**src/rtl/core/c_body_stripping_filter_top_defines.svh**
```systemverilog
// ----------------------------------------------------------------------------
// Assertion macros for the C body stripping filter
// Shared property forms, clocked on clk and disabled during reset.
// ----------------------------------------------------------------------------
`ifndef C_BODY_STRIPPING_FILTER_TOP_DEFINES_SVH
`define C_BODY_STRIPPING_FILTER_TOP_DEFINES_SVH

// check a condition in the same cycle as its trigger
`define CBSF_ASSERT_NOW(label, ante, cons, msg) \
	label: assert property (@(posedge clk) disable iff (!arst_n) (ante) |-> (cons)) \
		else $error(msg);

// check a condition in the cycle after its trigger
`define CBSF_ASSERT_NEXT(label, ante, cons, msg) \
	label: assert property (@(posedge clk) disable iff (!arst_n) (ante) |=> (cons)) \
		else $error(msg);

`endif

```
**src/rtl/core/cbsf_pkg.sv**
```systemverilog
// ----------------------------------------------------------------------------
// cbsf_pkg
// Types, character codes and the per-byte judge function of the filter.
// ----------------------------------------------------------------------------
`timescale 1ns / 1ps
`default_nettype none

package cbsf_pkg;

	localparam int DEPTH_BITS = 16;

	localparam logic [7:0] CH_LBRACE = 8'h7b;
	localparam logic [7:0] CH_RBRACE = 8'h7d;
	localparam logic [7:0] CH_HASH   = 8'h23;
	localparam logic [7:0] CH_NL     = 8'h0a;
	localparam logic [7:0] CH_STAR   = 8'h2a;
	localparam logic [7:0] CH_SLASH  = 8'h2f;
	localparam logic [7:0] CH_DQUOTE = 8'h22;
	localparam logic [7:0] CH_SQUOTE = 8'h27;
	localparam logic [7:0] CH_BSLASH = 8'h5c;
	localparam logic [7:0] CH_SEMI   = 8'h3b;

	localparam logic [DEPTH_BITS-1:0] DEPTH_MAX = {1'b0, {(DEPTH_BITS-1){1'b1}}};
	localparam logic [DEPTH_BITS-1:0] DEPTH_MIN = {1'b1, {(DEPTH_BITS-1){1'b0}}};
	localparam logic [DEPTH_BITS-1:0] DEPTH_ZERO = '0;

	typedef struct packed {
		logic [7:0]            held_char;
		logic                  held_present;
		logic [DEPTH_BITS-1:0] depth;
		logic                  in_string;
		logic                  in_char;
		logic                  in_line_cmt;
		logic                  in_block_cmt;
		logic                  in_directive;
		logic                  odd_escapes;
	} scan_state_t;

	typedef struct packed {
		logic [7:0] data;
		logic       keep;
		logic       last;
	} result_t;

	typedef struct packed {
		scan_state_t st;
		result_t     res;
	} judge_t;

	// judge one byte with optional one-byte lookahead
	function automatic judge_t judge(scan_state_t st, logic [7:0] c, logic has_next,
		logic [7:0] nx);
		judge_t o;
		logic   even;
		logic   code;
		o.st = st;
		o.res = '0;
		even = !st.odd_escapes;
		o.st.odd_escapes = (c == CH_BSLASH) ? !st.odd_escapes : 1'b0;
		if (st.in_line_cmt && c == CH_NL) begin
			o.st.in_line_cmt = 1'b0;
		end
		if (st.in_block_cmt && c == CH_STAR && has_next && nx == CH_SLASH) begin
			o.st.in_block_cmt = 1'b0;
		end
		if (st.in_string && c == CH_DQUOTE && even) begin
			o.st.in_string = 1'b0;
			if (st.depth == DEPTH_ZERO) begin
				o.res.data = CH_DQUOTE;
				o.res.keep = 1'b1;
			end
		end else if (st.in_char && c == CH_SQUOTE && even) begin
			o.st.in_char = 1'b0;
			if (st.depth == DEPTH_ZERO) begin
				o.res.data = CH_SQUOTE;
				o.res.keep = 1'b1;
			end
		end else begin
			if (st.in_directive && c == CH_NL) begin
				o.st.in_directive = 1'b0;
			end
			code = !o.st.in_string && !o.st.in_char && !o.st.in_line_cmt &&
				!o.st.in_block_cmt && !o.st.in_directive;
			if (code) begin
				if (c == CH_LBRACE && st.depth != DEPTH_MAX) begin
					o.st.depth = st.depth + 1'b1;
				end
				if (c == CH_RBRACE && st.depth != DEPTH_MIN) begin
					o.st.depth = st.depth - 1'b1;
				end
				if (c == CH_SLASH && has_next && nx == CH_SLASH) begin
					o.st.in_line_cmt = 1'b1;
				end
				if (c == CH_SLASH && has_next && nx == CH_STAR) begin
					o.st.in_block_cmt = 1'b1;
				end
				if (c == CH_DQUOTE) begin
					o.st.in_string = 1'b1;
				end
				if (c == CH_SQUOTE) begin
					o.st.in_char = 1'b1;
				end
				if (c == CH_HASH) begin
					o.st.in_directive = 1'b1;
				end
			end
			if (o.st.depth == DEPTH_ZERO) begin
				o.res.data = (c == CH_RBRACE) ? CH_SEMI : c;
				o.res.keep = 1'b1;
			end
		end
		return o;
	endfunction

endpackage

`default_nettype wire

```
**src/rtl/core/c_body_stripping_filter_top.sv**
```systemverilog
// Strips function bodies from C source text streamed one byte per item. Only
// text at brace depth zero is passed on, and every closing brace in it comes
// out as a semicolon. Strings, character literals, comments and preprocessor
// lines are tracked so braces inside them do not count. One byte is held back
// as lookahead, so an item gives the result of the previous byte; an item
// flagged final_byte also gives the result of its own byte with end_of_text
// set and returns the filter to its reset state. Items are taken one per cycle
// unless text_stall is set and pass through the input register and the result
// queue; the output moves one result per cycle unless result_stall is set.
// The input stalls only while the queue has no room because the output is
// stalled; the item after a final item gives at most one result, so a final
// item with two results does not stall a stream whose output never stalls.
// ----------------------------------------------------------------------------
// c_body_stripping_filter_top
// Input register, single-pass judge logic, two-entry result queue.
// ----------------------------------------------------------------------------
`timescale 1ns / 1ps
`default_nettype none
`include "c_body_stripping_filter_top_defines.svh"

module c_body_stripping_filter_top (
	input  wire logic       clk,
	input  wire logic       arst_n,
	input  wire logic       text_valid,
	output logic            text_stall,
	input  wire logic [7:0] text_byte,
	input  wire logic       final_byte,
	output logic            result_valid,
	input  wire logic       result_stall,
	output logic [7:0]      out_byte,
	output logic            byte_valid,
	output logic            end_of_text
);
	import cbsf_pkg::*;

	logic        valid_s1;
	logic [7:0]  byte_s1;
	logic        fin_s1;
	scan_state_t st_q;
	scan_state_t st_next;
	result_t     queue_q [2];
	result_t     queue_next [2];
	logic [1:0]  cnt_q;
	logic [1:0]  cnt_next;
	logic [1:0]  cnt_after;
	logic [1:0]  room;
	logic [1:0]  nres;
	logic        pop;
	logic        s1_adv;
	logic        accept;
	judge_t      ja;
	judge_t      jb;
	scan_state_t st_mid;
	result_t     p0;
	result_t     p1;

	assign pop        = (cnt_q != 2'd0) && !result_stall;
	assign cnt_after  = cnt_q - {1'b0, pop};
	assign room       = 2'd2 - cnt_after;
	assign nres       = {1'b0, st_q.held_present} + {1'b0, fin_s1};
	assign s1_adv     = valid_s1 && (nres <= room);
	assign text_stall = valid_s1 && !s1_adv;
	assign accept     = text_valid && !text_stall;

	// judge the held byte against the new one, then the new byte on a final item
	always_comb begin
		ja = judge(st_q, st_q.held_char, 1'b1, byte_s1);
		st_mid = st_q.held_present ? ja.st : st_q;
		jb = judge(st_mid, byte_s1, 1'b0, 8'h00);
		if (fin_s1) begin
			st_next = '0;
		end else begin
			st_next = st_mid;
			st_next.held_char = byte_s1;
			st_next.held_present = 1'b1;
		end
		p1 = jb.res;
		p1.last = 1'b1;
		p0 = st_q.held_present ? ja.res : p1;
		p0.last = st_q.held_present ? 1'b0 : 1'b1;
	end

	always_comb begin
		queue_next[0] = pop ? queue_q[1] : queue_q[0];
		queue_next[1] = queue_q[1];
		cnt_next = cnt_after;
		if (s1_adv && nres != 2'd0) begin
			queue_next[cnt_after[0]] = p0;
			cnt_next = cnt_after + nres;
			if (nres == 2'd2) begin
				queue_next[1] = p1;
			end
		end
	end

	always_ff @(posedge clk or negedge arst_n) begin
		if (!arst_n) begin
			valid_s1 <= 1'b0;
			st_q <= '0;
			cnt_q <= 2'd0;
		end else begin
			if (accept) begin
				valid_s1 <= 1'b1;
			end else if (s1_adv) begin
				valid_s1 <= 1'b0;
			end
			if (s1_adv) begin
				st_q <= st_next;
			end
			cnt_q <= cnt_next;
		end
	end

	always_ff @(posedge clk) begin
		if (accept) begin
			byte_s1 <= text_byte;
			fin_s1 <= final_byte;
		end
		queue_q[0] <= queue_next[0];
		queue_q[1] <= queue_next[1];
	end

	assign result_valid = (cnt_q != 2'd0);
	assign out_byte     = queue_q[0].data;
	assign byte_valid   = queue_q[0].keep;
	assign end_of_text  = queue_q[0].last;

	`CBSF_ASSERT_NOW(a_cnt_bound, 1'b1, cnt_q != 2'd3, "result queue count out of range")
	`CBSF_ASSERT_NOW(a_fits, s1_adv, {1'b0, cnt_after} + {1'b0, nres} <= 3'd2, "queue overrun")
	`CBSF_ASSERT_NEXT(a_fin_clears, s1_adv && fin_s1, st_q == '0, "state kept after final")
	`CBSF_ASSERT_NOW(a_drop_zero, result_valid && !byte_valid, out_byte == 8'h00, "dropped data")

endmodule

`default_nettype wire

```
**config.mk**
```make
export PLATFORM = sky130hd
export DESIGN_NAME = c_body_stripping_filter_top
export DESIGN_NICKNAME = d
export VERILOG_FILES = /design/src/rtl/core/cbsf_pkg.sv /design/src/rtl/core/c_body_stripping_filter_top.sv
export VERILOG_INCLUDE_DIRS = /design/src /design/src/rtl/core
export SDC_FILE = /design/constraint.sdc
export NUM_CORES = 1
export LEC_CHECK = 0
export ABC_AREA = 1
export BUFFER_PORTS_ARGS = -buffer_cell sky130_fd_sc_hd__buf_2
export CORE_MARGIN = 5
export CORE_UTILIZATION = 57
export CTS_CLUSTER_DIAMETER = 60
export DETAILED_ROUTE_END_ITERATION = 8
export MAX_ROUTING_LAYER = met4
export PLACE_DENSITY = 0.74
export SYNTH_ARGS = -nofsm -noshare
export SYNTH_HDL_FRONTEND = slang
export SYNTH_SLANG_ARGS = --single-unit
```
**constraint.sdc**
```tcl
create_clock -name clk -period 5.2 [get_ports clk]
set_clock_uncertainty 0.1 [all_clocks]
set_input_delay 0 -clock clk [delete_from_list [all_inputs] [get_ports clk]]
set_output_delay 0 -clock clk [all_outputs]
set_load 0.01 [all_outputs]
```
# Word-level counts from Yosys, hierarchy flattened
# Memory sizes are Yosys's and may differ from the RTL's.
# Cells that the tools add are included.
[op_classes] addsub=8 n_lt_le_gt_ge=3 n_eq_ne=21 muxes=58 n_bitwise=1 n_reduce_logical=56
[ops] operator="$mux 16" count=5
[ops] operator="$eq 8x6->1 const B" count=9
[ops] operator="$logic_not 16->1" count=4
[ops] operator="$mux 21" count=3
[ops] operator="$mux 18" count=3
[ops] operator="$mux 9" count=6
[ops] operator="$eq 8x7->1 const B" count=5
[ops] operator="$mux 10" count=4
[ops] operator="$logic_and 1x1->1" count=34
[ops] operator="$add 16x1->16 const B" count=2
[ops] operator="$ne 16x15->1 const B" count=2
[ops] operator="$ne 16x16->1 const B" count=2
[ops] operator="$sub 16x1->16 const B" count=2
[ops] operator="$mux 31" count=1
[ops] operator="$mux 7" count=4
[ops] operator="$mux 1" count=22
[ops] operator="$mux 22" count=1
[ops] operator="$bwmux 20" count=1
[ops] operator="$mux 20" count=1
[ops] operator="$mux 17" count=1
[ops] operator="$eq 8x4->1 const B" count=2
[ops] operator="$mux 8" count=2
[ops] operator="$logic_not 1->1" count=15
[ops] operator="$demux 10 s1" count=1
[ops] operator="other kinds (13)" count=15
[word_totals] reg_bits=43 ramBits=20 input_bits=13 out_inout_bits=12 word_cells=161 n_memories=1
[mem_list] name="queue_q" depth=2 width=10 read_ports=2 rd_clocked_by_memory_dff=0 write_ports=2 line="c_body_stripping_filter_top.sv:41" text="result_t queue_q [2];"

# Logic depth before layout (Yosys ltp)
[logic_depth] depth_word=30 depth_mapped=37 depth_no_buf=37

# Worst setup path after synthesis
# OpenSTA, ideal clock, no wires.
[synth_timing] kind="register to register" startpoint="reg st_q[6] (netlist bit)" endpoint="reg (tool-made name)" setup_ns=0.257 arrival_ns=3.438 required_time_ns=4.843 path_slack_ns=1.405 stages_incl_launch_ff=35 path_buffers=3 synth_period_minus_slack_ns=3.795 cell_sequence="dfrtp_1 > clkinv_1 > ha_1 > nand2_2 > nor2_4 > nand2_4 > nand2_4 > buf_8 > buf_8 > nand2_1 > nand3_1 > nand2_1 > nand2_1 > nand2_1 > ha_1 > nand3_2 > nor2_4 > nand2_4 > nand2_4 > buf_6 > nor2_1 > nor2_1 > nand2_1 > nand2_1 > nand2_1 > nand2_1 > inv_1 > nand2_2 > nor2_4 > nand2_4 > nand2_4 > nand2_4 > nand2_4 > a21oi_1 > o21ai_1"
[synth_rtl] element="start: declaration" line="c_body_stripping_filter_top.sv:39" text="scan_state_t st_q;"
[synth_rtl] element="start signal: assignment" line="c_body_stripping_filter_top.sv:108" text="st_q <= st_next;"

==> summary.txt <==
Power
  • Switching power as a share of total power: 56.9%
  • Combinational cell fraction of total power: 68.2%
  • Leakage power: 3.31 nW
  • Part of the power in the clock network: 11.4%
  • NetSw: 2.65 mW
  • Internal Pwr Total: 2.01 mW
  • Worst IR drop on VDD: 0.672 mV
  • Sequential fraction of design power: 20.4%
  • Power Density: 694 nW/um2

Final layout
  • Diodes inserted: 0
  • Layout overhead on the synthesized area: 7.41%
  • Total area of multi-input combinational cells: 3920 um2
  • Sequential standard cell area: 1620 um2
  • # fillers: 1082
  • Nets: 1050
  • Ratio of cells with drive above 1 in the final layout: 14.3%
  • Final design utilization: 62.2%

Floorplanning
  • Height of the die: 115 um
  • Placement Rows: 38
  • DIE AREA: 13200 um2
  • Die Wd: 115 um
  • Initial core utilization: 57.9%
  • Placeable core region: 10800 um2
  • Io pins: 25

Drt
  • Post-detailed-route DRC marker count: 0
  • Detail Route Antenna Nets: 0
  • Vias per cell: 5.66
  • Via count: 6631
  • Post-detailed-route wirelength per cell: 15.8 um
  • Number of detailed-routing iterations run before antenna repair: 5
  • Detailed-route wire length: 18500 um
  • Detailed Route Iter0 Violations: 764

CTS
  • Clock tree from TritonCTS: built
  • Source-to-sink clock delay at the later pin of the worst-skew pair: 0.36 ns
  • Maximum buffer depth of the clock tree: 2
  • CTS H-Tree Depth: 3
  • Clock net sink count: 63
  • CTS root buffer: clkbuf_8
  • Total clock buffers created by CTS: 9
  • Worst-path clk slew: 0.07 ns

Synth
  • Syn Inst Count: 1012
  • Sequential-to-total area share from yosys stat: 26.0%
  • Post-synth top flop: dfrtp_1
  • Commonest cells post-synth: 365 x nand2_1, 101 x inv_1, 94 x nor2_1, 86 x nand3_1, 34 x dfrtp_1
  • Main area contributors after synthesis: nand2_1 22%, dfrtp_1 14%, edfxtp_1 9.1%
  • Cell taking the most area after synthesis: nand2_1
  • Library cell with the highest instance count after synthesis: nand2_1
  • Nets in the synthesized netlist: 1035
  • Post-synth EDFFs: 19
  • FF+latch count, synth: 63
  • Share of async-settable or async-resettable flops after synthesis: 54.0%
  • Avg Cell Area, Syn: 6.17 um2
  • Count of warnings emitted by yosys: 0
  • Synth Cell Area: 6250 um2
  • Distinct cell type count of the synthesized netlist: 50
  • Area fraction of the dominant cell type after synthesis: 21.9%

Worst setup path
  • Worst stage delay on the critical path: 0.43 ns
  • Worst reg2reg startpoint: st_q[6]
  • Cells on worst reg2reg path: 33
  • Critical path origin: st_q[6]
  • Worst path arrival time: 4.77 ns
  • Required arrival time at the worst endpoint: 5.22 ns
  • Maximum fanout along the worst path: 21
  • Crit Path Category: register to register
  • Kind of start point of the critical path: register
  • Kind of capture point of the worst setup path: register
  • Slack of the worst reg-to-reg path: 0.45 ns
  • Cell occurring most often along the worst timing path: nand2_1
  • Cell with the biggest individual delay on the critical path: dfrtp_1

Timing
  • Final setup vio count: 0
  • Count of pins over their slew limit: 0
  • Ratio of final minimum period to clock period: 91.3%
  • Unrepaired setup endpoints after global routing: no
  • Final-report hold violation count: 0
  • Worst Tran Pin Value: 0.851 ns
  • Setup tns final: 0 ns
  • Worst relative slew slack: 43.3%
  • Achievable clock frequency: 0.211 GHz
  • Final critical delay including setup and external delays: 4.75 ns

Global routing
  • Overall track demand over capacity in global routing: 29.8%
  • Residual overflow from global routing: 0
  • First-pass GRT wire length: 30000 um
  • Number of antenna violations at the first check in global routing: 0
  • Vias in the first global route: 5792
  • Largest net degree at the start of global routing: 35

Place
  • HPWL after DPL: 14300 um
  • Routability congestion estimate from global placement: 0.988
  • Count of port buffers added during placement: 24

Outcome
  • Outcome: finished clean

Job
  • # Max-Cap Violations: 0

Hold path
  • Hold Crit Class: input pin to register
-- area by class of cell --
cell class | count | area share [%]
flip-flops and latches | 63 | 24.2
multi-input cells | 790 | 58.3
inverters | 117 | 6.60
repair buffers | 46 | 4.66
clock buffers | 9 | 1.85
clock inverters | 7 | 1.77
well taps | 140 | 2.61
-- worst max-delay path: cells and delay by family (launching register included) --
family	cells	cell delay [ns]
AO/OA/AOI/OAI	2	0.30
adder cells (fa/ha/maj)	2	0.52
buffers and inverters	2	0.25
flip-flops	1	0.43
AND/OR/NAND/NOR	27	2.94
-- cells in the final DEF (no fill, tap or decap), types with 11 or more instances in the layout --
cell and instances:
nand2_1 365, inv_1 101, nor2_1 94, nand3_1 86, dfrtp_1 34, o21ai_0 31
o22ai_1 29, nand2_2 25, nand4_1 25, buf_2 24, nor2_2 19, edfxtp_1 19
inv_2 13, nor3_1 13, nor2_4 11, nand2_4 11, nand3_2 11, xor2_1 11
dlygate4sd3_1 11, buf_4 11
-- worst min path at each step --
stage                    end  slack (ns)         start  cells past startpoint
5_1_grt        queue_q[0][3]        0.08  result_stall                      7
4_1_cts        queue_q[0][3]        0.05  result_stall                      7
2_1_floorplan       cnt_q[0]       -0.40        arst_n                      0
6_report       queue_q[0][3]        0.07  result_stall                      7
3_3_place_gp        valid_s1        0.05        arst_n                      1
3_5_place_dp        valid_s1        0.04        arst_n                      1
-- routing by layer --
metal / up-vias / GRT usage (%) / part of all wire [%]
met1: 2994 / 44.1 / 47
met2: 325 / 41.0 / 41
li1: 3285 / - / -
met5: - / - / 0
met3: 27 / 6.24 / 9.8
met4: 0 / 8.14 / 1.9
-- what timing repair did --
action | 4_1_cts | 5_1_grt
hold buffers | 11 | 0
endpoints found under the hold margin | 44 | 0
buffers inserted | 0 | 3
setup endpoints to repair | 0 | 5
gates resized for setup | 0 | 1
-- power by group through the flow --
stage | Clock, mW | Sequential, mW | Combinational, mW
3_3_place_gp | 0 | 0.951 | 3.09
2_1_floorplan | 0 | 0.869 | 2.44
5_1_grt | 0.557 | 0.974 | 3.52
6_report | 0.530 | 0.950 | 3.18
4_1_cts | 0.536 | 0.941 | 3.10
3_5_place_dp | 0 | 0.950 | 3.08
-- through the flow --
stage	total power, mW	hold WS [ns]	cell area (um2)	worst slack, ns	cells
global route	5.05	0.0831	6710	0.0433	1172
finish	4.66	0.0651	6710	0.450	1172
detailed placement	4.03	0.0404	6330	0.438	1142
global placement	4.04	0.0463	6330	0.435	1142
floorplan	3.31	-0.396	6250	1.40	1012
CTS	4.58	0.0491	6680	0.413	1169
-- cells by family after synthesis --
family	count (synthesis)	share of synthesized area [%]
flip-flops	63	26.0
buffers and inverters	159	11.5
XOR/XNOR	12	1.68
AND/OR/NAND/NOR	680	50.3
AO/OA/AOI/OAI	88	8.61
adder cells (fa/ha/maj)	10	2.00
Note: power is estimated with default switching activity, not from simulation.
